$ cat config.mk
export PLATFORM = sky130hd
export DESIGN_NAME = srg_ram
export DESIGN_NICKNAME = d
export VERILOG_FILES = /design/src/subtractive_random_generator_assert.svh /design/src/srg_ram.sv
export SDC_FILE = /design/constraint.sdc
export NUM_CORES = 2
export LEC_CHECK = 0
export BUFFER_PORTS_ARGS = -buffer_cell sky130_fd_sc_hd__buf_2
export CORE_MARGIN = 3
export CORE_UTILIZATION = 42
export CTS_BUF_LIST = sky130_fd_sc_hd__clkbuf_4
export DETAILED_ROUTE_END_ITERATION = 7
export GPL_TIMING_DRIVEN = 1
export PLACE_DENSITY = 0.61
export SYNTH_ARGS = -nofsm -noshare
export SYNTH_HDL_FRONTEND = slang
export SYNTH_SLANG_ARGS = --single-unit
$ cat constraint.sdc
create_clock -name clk -period 2.8 [get_ports clk]
set_input_delay 0.56 -clock clk [delete_from_list [all_inputs] [get_ports clk]]
set_output_delay 0.56 -clock clk [all_outputs]
set_load 0.005 [all_outputs]
$ cat src/subtractive_random_generator_assert.svh
// assertion macros for the subtractive random generator
// clk and rst are taken from the scope of the use
`ifndef SUBTRACTIVE_RANDOM_GENERATOR_ASSERT_SVH
`define SUBTRACTIVE_RANDOM_GENERATOR_ASSERT_SVH

// same-cycle implication
`define SRG_ASSERT_IMP(label, ante, cons) \
  label: assert property (@(posedge clk) disable iff (rst) (ante) |-> (cons)) \
    else $error("srg: same-cycle check failed");

// next-cycle implication
`define SRG_ASSERT_NXT(label, ante, cons) \
  label: assert property (@(posedge clk) disable iff (rst) (ante) |=> (cons)) \
    else $error("srg: next-cycle check failed");

`endif

$ cat src/srg_ram.sv
`timescale 1ns / 1ps

module srg_ram #(
  parameter int WIDTH = 32,
  parameter int DEPTH = 56,
  parameter int AW    = 6
) (
  input  logic             clk,
  input  logic             we,
  input  logic [AW-1:0]    waddr,
  input  logic [WIDTH-1:0] wdata,
  input  logic [AW-1:0]    raddr_a,
  input  logic [AW-1:0]    raddr_b,
  output logic [WIDTH-1:0] rdata_a,
  output logic [WIDTH-1:0] rdata_b
);

  logic [WIDTH-1:0] mem [DEPTH];

  always_ff @(posedge clk) begin
    if (we) begin
      mem[waddr] <= wdata;
    end
    rdata_a <= mem[raddr_a];
    rdata_b <= mem[raddr_b];
  end

endmodule

==> metrics.yaml <==
route:
  totalWireLength_um: 277100
  wire_per_inst_um: 34.93
  first_iter_violations: 6307
  drt_pass1_iterations: 6
  drc_errors: 0
  viasPerCell: 6.350
  drtAntennaViolNets: 0
  vias: 50380
clock_tree:
  postCtsSetupBuffers: 0
  cts_buffer_depth: 4
  cts_tree: "built"
  cts.sinks: 1856
  h-tree-depth: 5
  cts_root_buf: "clkbuf_4"
  cts.clk_slew.worst_paths_ps: 70
  insertion_delay_ps: 1430
  cts_buffers: 482
power:
  p_leak_uw: 0.03251
  p_clk_share_pct: 38.9
  switchingPower_uw: 14440
  p_int_uw: 45210
  power_frac_seq_pct: 52.0
  ir_worst_vdd_uv: 485.1
  pwr-share-comb_pct: 9.1
  power_uw: 59650
  p_per_area_nw_per_um2: 602.7
  p_sw_share_pct: 24.20
layout:
  fin_cells: 7933
  drive_gt1_share_pct: 44.80
  layout-area-overhead-vs-synth_pct: 17.80
  fin_nets: 4965
global_routing:
  grt_pass1_wl_um: 388500
  grt_use_total_pct: 27.05
  grt_max_degree: 57
  antenna_found_initial: 22
  first_global_vias: 51690
  overflow: 0
timing:
  hold_viol: 0
  finalSetupTns_ps: 0
  fin_skew_ps: 103.6
  timing.final.max_slew_violations: 0
  worst_pin_slew_ps: 1149
  max-slew-margin-rel_pct: 23.38
  setup_viol: 0
  rsz0062_at_grt: "false"
  max_freq_mhz: 378.1
  fin_crit_sh_pct: 94.45
  finalWorstSetupSlack_ps: 155.4
  hold_ws_ps: 168.6
  finalCriticalPeriod_ps: 2645
die:
  rows: 163
  fp.coreArea_sq_um: 198000
  start_util_pct: 42.42
  die-area_sq_um: 205400
  io_pins: 116
  dieWidth_um: 453.2
  die_h_um: 453.2
critical_path:
  slowest_delay_ps: 580
  end_kind: "register"
  r2r_cells: 7
  start_kind: "input pin"
  crit_type: "in -> reg"
  startpoint: "raddr_b[1]"
  crit_slowest_cell: "dlygate4sd3_1"
  r2r_start: "mem[47][30]$_DFFE_PP_"
  crit_fanout: 20
  crit_top_cell: "dlygate4sd3_1"
  cp.required_ps: 4100
  arrival_ps: 3940
  crit_chain: "dlygate4sd3_1 -> buf_8 -> buf_12 -> buf_12 -> buf_4 -> mux4_2 -> mux2i_1 -> a21oi_1 -> nor2_1 -> dlygate4sd3_1 -> o41ai_1 -> dlygate4sd3_1"
placement:
  dp_cells: 7010
  io_buffer_count: 115
  dpl.hpwl_um: 171400
  post-place-ws_ps: -480.5
  gp_congestion: 0.8374
synth:
  synthArstFlopShare_pct: 0
  syn_area_sq_um: 84000
  synth_warnings: 0
  ys.flop_type: "edfxtp_1"
  ys_types: 50
  synth_nets: 4175
  ys_seq_area_share_pct: 65.58
  syn_inst: 4123
  avgSynthCellArea_sq_um: 20.37
  ys_ff_latch: 1856
  synth_edf_count: 1792
flow_run:
  maxCapViolations: 0
run_status:
  status: "finished, final reports clean"
min_path:
  hp-class: "in -> reg"
  hold_depth: 2
  hp-start: "wdata[25]"
registers in the layout (all words and copies together), names as in the netlist:
register	count
mem	1792
rdata_a	32
rdata_b	32
stage by stage:
stage	instance area, sq um	utilization, %
after floorplan	84030	-
after global placement	92280	46.60
after detailed placement	92280	46.60
after CTS	98930	49.95
after global routing	98940	49.96
final	98960	49.97
cell families (layout without fill, tap and decap cells):
group | after synthesis | count (layout) | synth area share [%]
flip-flops | 1856 | 1856 | 65.58
multiplexers | 1197 | 1197 | 26.98
AO/OA/AOI/OAI | 412 | 412 | 3.639
buffers and inverters | 335 | 1491 | 2.012
AND/OR/NAND/NOR | 323 | 323 | 1.784
other | 0 | 14 | 0
path summary, 6_finish.rpt:
kind                            slack (ps)                     to
worst min-delay path                   170  mem[47][25]$_DFFE_PP_
worst min register to register         840    rdata_a[16]$_DFF_P_
worst max register to register         210    rdata_b[30]$_DFF_P_
worst max-delay path                   160    rdata_b[30]$_DFF_P_
power by group through the flow:
stage               clock network, uW  registers (uW)  logic, uW
finish                          23200           31000       5440
global route                    25100           31000       5710
CTS                             23600           31000       5430
detailed placement                  0           31600       5340
global placement                    0           31600       5300
floorplan                           0           31400       2840
per-layer routing:
layer | GRT usage [%] | vias up | part of all wire, %
met3 | 6.762 | 564 | 10
met5 | 0 | - | 0.015
li1 | - | 19950 | -
met2 | 43.56 | 2851 | 48
met1 | 35.57 | 27000 | 38
met4 | 10.28 | 6 | 3.8
cell type report:
| class | count | area [sq um] |
|---|---|---|
| multi-input combinational | 1932 | 27690 |
| antenna | 14 | 35.03 |
| clock inverter | 103 | 425.4 |
| inverter | 2 | 7.507 |
| timing repair buffer | 639 | 6783 |
| fill | 16030 | 99070 |
| sequential | 1856 | 55110 |
| tap | 2640 | 3303 |
| clock buffer | 747 | 5608 |
cells in the mapped netlist (4+ instances only):
cell type / n / area share, %
mux4_2: 845 / 23
nand2b_1: 6 / 0.045
clkbuf_1: 114 / 0.51
nor2b_1: 40 / 0.30
mux2_2: 89 / 1.2
edfxtp_1: 1792 / 64
o211ai_1: 6 / 0.054
o2111ai_1: 29 / 0.30
a32o_1: 29 / 0.35
a22oi_1: 53 / 0.47
nand2_1: 129 / 0.58
dfxtp_1: 64 / 1.5
a2111oi_0: 8 / 0.083
buf_2: 145 / 0.86
a221oi_1: 32 / 0.33
o41ai_1: 23 / 0.24
buf_6: 16 / 0.21
buf_1: 23 / 0.10
o22ai_1: 120 / 0.89
or4_1: 23 / 0.21
mux2i_1: 263 / 3.1
nor2_1: 102 / 0.46
nand3_1: 4 / 0.024
a31oi_1: 4 / 0.030
a211oi_1: 28 / 0.25
o41a_1: 8 / 0.11
a21oi_1: 49 / 0.29
buf_4: 35 / 0.31
a221o_1: 8 / 0.095
worst max-delay path: cells and delay by family:
family | cells | cell delay [ps]
simple gates | 1 | 90
mux | 2 | 510
buf+inv | 7 | 2560
compound gates | 2 | 160
cell usage in the layout (no fill, tap or decap), types with 14 or more instances in the layout:
master	count
clkinv_1	87
nor2b_1	38
edfxtp_1	1792
or4_1	23
mux2_2	89
buf_2	105
buf_4	304
dfxtp_1	47
clkbuf_4	747
a32o_1	29
dfxtp_2	17
o41ai_1	23
mux2i_1	263
a21oi_1	49
mux4_2	845
dlygate4sd3_1	59
nor2_1	45
diode_2	14
a22oi_1	53
a221oi_1	32
nor2_4	57
o2111ai_1	29
buf_12	164
a211oi_1	28
o22ai_1	120
nand2_1	128
what timing repair did:
item | in CTS | in global routing
gates resized for setup | 17 | 0
setup endpoints to repair | 17 | 0
hold endpoints to repair | 2091 | 0
hold buffers | 59 | 0
No activity file was read; power rests on OpenSTA's default activity.
